--- src/rtl/multiword_by_word_divider_core_macros.svh ---
// Assertion macros shared by the divider RTL.
`ifndef MULTIWORD_BY_WORD_DIVIDER_CORE_MACROS_SVH
`define MULTIWORD_BY_WORD_DIVIDER_CORE_MACROS_SVH

// Same-cycle implication, checked on the rising clock edge outside reset.
`define MWDIV_ASSERT_IMP(lbl, clk, rst_n, ante, cons, msg) \
    lbl: assert property (@(posedge clk) disable iff (!(rst_n)) (ante) |-> (cons)) \
        else $error(msg);

// Next-cycle implication, checked on the rising clock edge outside reset.
`define MWDIV_ASSERT_NEXT(lbl, clk, rst_n, ante, cons, msg) \
    lbl: assert property (@(posedge clk) disable iff (!(rst_n)) (ante) |=> (cons)) \
        else $error(msg);

`endif

--- src/rtl/mwdiv_pkg.sv ---
`timescale 1ns / 1ps
// Shared constants and types of the multiword-by-word divider.
package mwdiv_pkg;

    // Width of every payload field on the channels.
    localparam int FIELD_BITS    = 64;
    // Default working word width of the divider datapath.
    localparam int WORD_BITS_DEF = 64;
    // Partial products per full word multiply.
    localparam int MAC_PARTS     = 4;

    // Control of the shared multiply-accumulate unit.
    typedef struct packed {
        logic       en;    // issue one partial product this cycle
        logic       clr;   // clear the accumulator
        logic [1:0] part;  // bit 0 selects the half of a, bit 1 the half of b
    } t_mac_ctl;

endpackage

--- src/rtl/mwdiv_mac.sv ---
`timescale 1ns / 1ps
// Shared multiply-accumulate unit: one half-word product per cycle into a double-word sum.
module mwdiv_mac #(
    parameter int WORD_BITS = mwdiv_pkg::WORD_BITS_DEF
) (
    input  logic                     i_clk,
    input  logic                     i_rst_n,
    input  mwdiv_pkg::t_mac_ctl      i_ctl,
    input  logic [WORD_BITS-1:0]     i_a,
    input  logic [WORD_BITS-1:0]     i_b,
    output logic [2*WORD_BITS-1:0]   o_acc
);

    localparam int HB = (WORD_BITS + 1) / 2;
    localparam int AW = 2 * WORD_BITS;

    logic [HB-1:0]   w_a_sel;
    logic [HB-1:0]   w_b_sel;
    logic [2*HB-1:0] w_pp;
    logic [AW-1:0]   w_pp_ext;
    logic [AW-1:0]   w_pp_sh;

    logic [2*HB-1:0] r_pp;
    logic [1:0]      r_sh;
    logic            r_pp_vld;
    logic [AW-1:0]   r_acc;

    always_comb begin
        w_a_sel  = i_ctl.part[0] ? HB'(i_a[WORD_BITS-1:HB]) : i_a[HB-1:0];
        w_b_sel  = i_ctl.part[1] ? HB'(i_b[WORD_BITS-1:HB]) : i_b[HB-1:0];
        w_pp     = w_a_sel * w_b_sel;
        w_pp_ext = AW'(r_pp);
        case (r_sh)
            2'd0:    w_pp_sh = w_pp_ext;
            2'd1:    w_pp_sh = w_pp_ext << HB;
            2'd2:    w_pp_sh = w_pp_ext << (2 * HB);
            default: w_pp_sh = w_pp_ext;
        endcase
    end

    // The product is registered and added into the sum in the next cycle.
    always_ff @(posedge i_clk) begin
        if (!i_rst_n) begin
            r_pp_vld <= 1'b0;
        end else begin
            r_pp_vld <= i_ctl.en;
        end
    end

    always_ff @(posedge i_clk) begin
        r_pp <= w_pp;
        r_sh <= {1'b0, i_ctl.part[0]} + {1'b0, i_ctl.part[1]};
        if (i_ctl.clr) begin
            r_acc <= '0;
        end else if (r_pp_vld) begin
            r_acc <= r_acc + w_pp_sh;
        end
    end

    assign o_acc = r_acc;

endmodule

--- config.mk ---
export PLATFORM = sky130hd
export DESIGN_NAME = mwdiv_mac
export DESIGN_NICKNAME = d
export VERILOG_FILES = /design/src/rtl/multiword_by_word_divider_core_macros.svh /design/src/rtl/mwdiv_pkg.sv /design/src/rtl/mwdiv_mac.sv
export SDC_FILE = /design/constraint.sdc
export NUM_CORES = 2
export LEC_CHECK = 0
export BUFFER_PORTS_ARGS = -buffer_cell sky130_fd_sc_hd__buf_2
export CORE_MARGIN = 2
export CORE_UTILIZATION = 50
export CTS_CLUSTER_SIZE = 10
export DETAILED_ROUTE_END_ITERATION = 16
export PLACE_DENSITY = 0.73
export RECOVER_POWER = 25
export SETUP_SLACK_MARGIN = 0.4
export SLEW_MARGIN = 25
export SYNTH_ARGS = -nofsm -noshare
export SYNTH_HDL_FRONTEND = slang
export SYNTH_SLANG_ARGS = --single-unit
--- constraint.sdc ---
create_clock -name i_clk -period 13.5 [get_ports i_clk]
set_clock_uncertainty 0.2 [all_clocks]
set_input_delay 0.675 -clock i_clk [delete_from_list [all_inputs] [get_ports i_clk]]
set_output_delay 0.675 -clock i_clk [all_outputs]
set_load 0.02 [all_outputs]
# After elaboration in Yosys (flattened, before gate mapping)
# Cells that the tools add are included.
# classes
add_sub_neg	2
n_mul	1
n_div	0
order_cmp	0
n_eq_ne	2
shift	0
mux	3
bitwise	0
reduce_logical	0
# op_table
op	n
$pmux W128 S2	1
$add A128 B128 Y128	1
$mul A32 B32 Y64	1
$mux W32	2
$add A1 B1 Y2	1
$eq A2 B1 Y1 const B	1
$eq A2 B2 Y1 const B	1
# totals
register_bits	195
latch_bits	0
ramBits	0
mem_bits_ro	0
in_bits	134
output_inout_bits	128
wordCells	12
mem_count	0

# Depth between registers and ports, before layout
# logic_depth
depth_word	3
ltp_mapped	36
depth_no_buf	32

# Worst setup path after synthesis
# Ideal clock, no wire load.
# synth_path
kind	input -> register
start	input port i_ctl[0] (netlist bit)
end	register r_pp[57]
setup_time_ps	127
t_arrival_ps	9465
t_required_ps	13173
setup_slack_ps	3709
cell_stages	34
path_buffers	4
path_cell_list	clkbuf_1 clkbuf_1 mux2i_1 clkbuf_1 nor2_1 fa_1 fa_1 fa_1 inv_1 fa_1 inv_1 fa_1 inv_1 fa_1 inv_1 fa_1 inv_1 fa_1 inv_1 ha_1 clkbuf_1 a21o_1 a21o_1 a21oi_1 o41ai_1 a221o_1 a41o_1 a31oi_1 o41a_1 o21ai_1 a221o_1 a31oi_1 o21ai_0 xor2_1
# synth_via
elab_chain_len	2
# synth_lines
element	line	text
start: declaration	mwdiv_mac.sv:8	input mwdiv_pkg::t_mac_ctl i_ctl,
$mux W32	mwdiv_mac.sv:29	w_a_sel = i_ctl.part[0] ? HB'(i_a[WORD_BITS-1:HB]) : i_a[HB-1:0];
$mul A32 B32 Y64	mwdiv_mac.sv:31	w_pp = w_a_sel * w_b_sel;
net w_pp[57]	mwdiv_mac.sv:19	logic [2*HB-1:0] w_pp;
end signal: assignment	mwdiv_mac.sv:51	r_pp <= w_pp;
end: declaration	mwdiv_mac.sv:23	logic [2*HB-1:0] r_pp;
# The timed path passes the listed nets, and every way through them passes these cells.
# A chain may end at the register's enable or synchronous reset.

# Final worst setup path
# Same ends and word-level chain as after synthesis.

==> flow_metrics.tcl <==
set metrics [dict create \
    outcome "finished clean" \
    gr-usage-all-layers_pct 35.33 \
    place_area_mm2 0.05032 \
    ff2ff_setup_slack_ps 6620 \
    cts_tree "done" \
    dieHeight_um 312.7 \
    hold_viol 0 \
    syn_area_mm2 0.04765 \
    max_slew_margin_pct 24.01 \
    die_w_um 312.7 \
    clk_pin_slew_worst_paths_ps 90 \
    crit_arrival_ps 10650 \
    synth_seq_area_share_pct 8.193 \
    required_ps 13660 \
    drive_gt1_share_pct 7.579 \
    cts-root-buf "clkbuf_16" \
    netlist-cell-type-count 70 \
    report.final.slew_viol_count 0 \
    postCtsSetupRepairBufs 0 \
    end_kind "flip-flop" \
    syn-num-nets 7077 \
    drtIter0Drc 4741 \
    gp_congestion 1.002 \
    path_common_cell "fa_1" \
    vias 42200 \
    ys_warn_count 0 \
    synthArstFlopShare_pct 0 \
    rsz0062_at_grt "false" \
    cp_num_buf_inv 5 \
    final-setup-viol-count 0 \
    grt_max_degree 67 \
    fmax_mhz 95.31 \
    grt_pass1_vias 42940 \
    syn_to_final_growth_pct 6.678 \
    clock-sinks 195 \
    fin_hold_ws_ps 202.2 \
    synth_seq_cells 195 \
    max_stage_delay_ps 790 \
    antenna_found_initial 4 \
    min_path_type "primary input to flip-flop" \
    drt.antenna.violating_nets 0 \
    final_nets 7164 \
    critPathLaunchType "primary input" \
    critical_path_class "primary input to flip-flop" \
    regArea_mm2 0.003908 \
    port-buffer-count 261 \
    vias_per_cell 6.011 \
    dr.pass1.iters 8 \
    fill_cells 8915 \
    period_needed_ps 10490 \
    numCtsBuffers 17 \
    grt.overflow.total 0 \
    synth_flop_cell "dfxtp_1" \
    grt_pass1_wl_mm 260.5 \
    core-area_mm2 0.09473 \
    period_share_pct 77.72 \
    dieArea_mm2 0.09778 \
    holdBufCountCts 0 \
    routed_wl_mm 173.0 \
    worstMarginPinSlew_ps 1118 \
    synth_area_per_cell_um2 8.429 \
    cp_slowest_cell "mux2i_1" \
    critPathTopFamily "adder cells" \
    worstPathMaxFanout 36 \
    start_util_pct 50.30 \
    row_count 113 \
    drcViolationCount 0 \
    cts_max_level 4 \
    wl_per_cell_um 24.64 \
    clockBufferDepth 2 \
    num_io_pins 262 \
    clock_latency_ps 480 \
    syn_inst 5653 \
    synth-edff-count 0 \
    dp_hpwl_mm 138.8 \
    drv_cap 0 \
    fin_tns_setup_ps 0 \
    postLayoutCellArea_mm2 0.05083 \
    cts-resized-gates 0 \
    multi_input_area_mm2 0.03958 \
]
Yosys cell counts, types with 4 or more instances:
cell	instances	area share, %
a211oi_1	23	0.36
a21boi_0	10	0.16
a21o_1	104	1.6
a21oi_1	256	2.7
a221oi_1	8	0.15
a22o_1	71	1.3
a311oi_1	5	0.092
a31oi_1	30	0.39
a41o_1	6	0.13
a41oi_1	4	0.074
and2_1	89	1.2
and3_1	15	0.20
and4_1	5	0.092
buf_1	20	0.16
clkbuf_1	250	2.0
dfxtp_1	195	8.2
fa_1	897	38
ha_1	393	10
inv_1	899	7.1
mux2_2	64	1.5
mux2i_1	129	2.7
nand2_1	666	5.2
nand2b_1	17	0.22
nand3_1	33	0.35
nand4_1	63	0.83
nor2_1	784	6.2
nor2b_1	23	0.30
nor3_1	35	0.37
nor4_1	9	0.12
o2111ai_1	4	0.074
o211ai_1	8	0.13
o21a_1	28	0.44
o21ai_0	181	1.9
o21bai_1	50	0.79
o221ai_1	8	0.15
o22ai_1	4	0.053
o31a_1	6	0.11
o31ai_1	10	0.16
or2_2	11	0.14
or3_1	14	0.18
xnor2_1	111	2.0
xor2_1	67	1.2
worst register-to-register path: stages (launching register included):
cell and delay, ps:
dfxtp_1 340, inv_1 50, ha_1 460, buf_4 560, nor2b_4 70, buf_4 360, a22o_1 430, ha_1 410
nand2_1 140, nor2_1 480, nand2_1 310, or4_1 690, a31oi_1 420, o21ai_0 430, nand3_1 340, a41o_1 290
nand2_1 100, nor2_1 130, mux2i_1 100, a21oi_1 150, mux2_2 340
flip-flops by register name, summed over array words and instances (netlist names):
| signal | flops |
|---|---|
| r_pp | 64 |
| o_acc | 128 |
| r_pp_vld | 1 |
| r_sh | 2 |
final cells by class:
cell class / count / area share, %
inverter: 899 / 6.639
antenna: 2 / 0.009846
timing repair buffer: 338 / 3.540
tap: 1265 / 3.114
clock buffer: 17 / 0.8369
clock inverter: 15 / 0.3126
sequential: 195 / 7.687
multi-input combinational: 4289 / 77.86
path summary, 6_finish.rpt:
check	start	to	cells after the start
min reg2reg	o_acc[117]	o_acc[117]	2
min	i_ctl[3]	r_pp_vld	2
max	i_ctl[0]	r_pp[57]	29
max reg2reg	r_sh[0]	o_acc[127]	20
metrics by stage:
step | setup WS [ps] | cells | util (%)
floorplan | 3709 | 5653 | -
global placement | 2806 | 6985 | 53.11
detailed placement | 2612 | 6985 | 53.12
CTS | 3114 | 7017 | 53.73
global route | 2614 | 7018 | 53.65
finish | 3008 | 7020 | 53.66
logic make-up (layout without fill, tap and decap cells):
kind of cell	count (synthesis)	count (layout)	share of synthesized area, %
AO/OA/AOI/OAI	850	850	11.45
multiplexers	193	193	4.222
other	0	2	0
XOR/XNOR	178	178	3.272
adder cells (fa/ha/maj)	1290	1290	48.01
AND/OR/NAND/NOR	1778	1778	15.65
flip-flops	195	195	8.193
buffers and inverters	1169	1269	9.209
routing by layer:
metal	share of wire, %	GRT usage, %
met4	6.9	19.61
met3	11	8.403
met5	0.021	0
met2	44	55.06
met1	38	45.40
cell usage in the layout (no fill, tap or decap), types with 64 or more instances in the layout:
| cell | n |
|---|---|
| mux2i_1 | 83 |
| nand2_1 | 666 |
| xnor2_1 | 111 |
| inv_1 | 899 |
| clkbuf_1 | 78 |
| fa_1 | 897 |
| mux2_2 | 64 |
| o21ai_0 | 181 |
| buf_2 | 181 |
| a21o_1 | 104 |
| nor2_1 | 783 |
| buf_4 | 78 |
| xor2_1 | 67 |
| ha_1 | 393 |
| a22o_1 | 71 |
| and2_1 | 89 |
| dfxtp_1 | 194 |
| a21oi_1 | 256 |
Power is not shown: default switching activity piles up to over one toggle a cycle in this logic, so the estimate is an artifact.
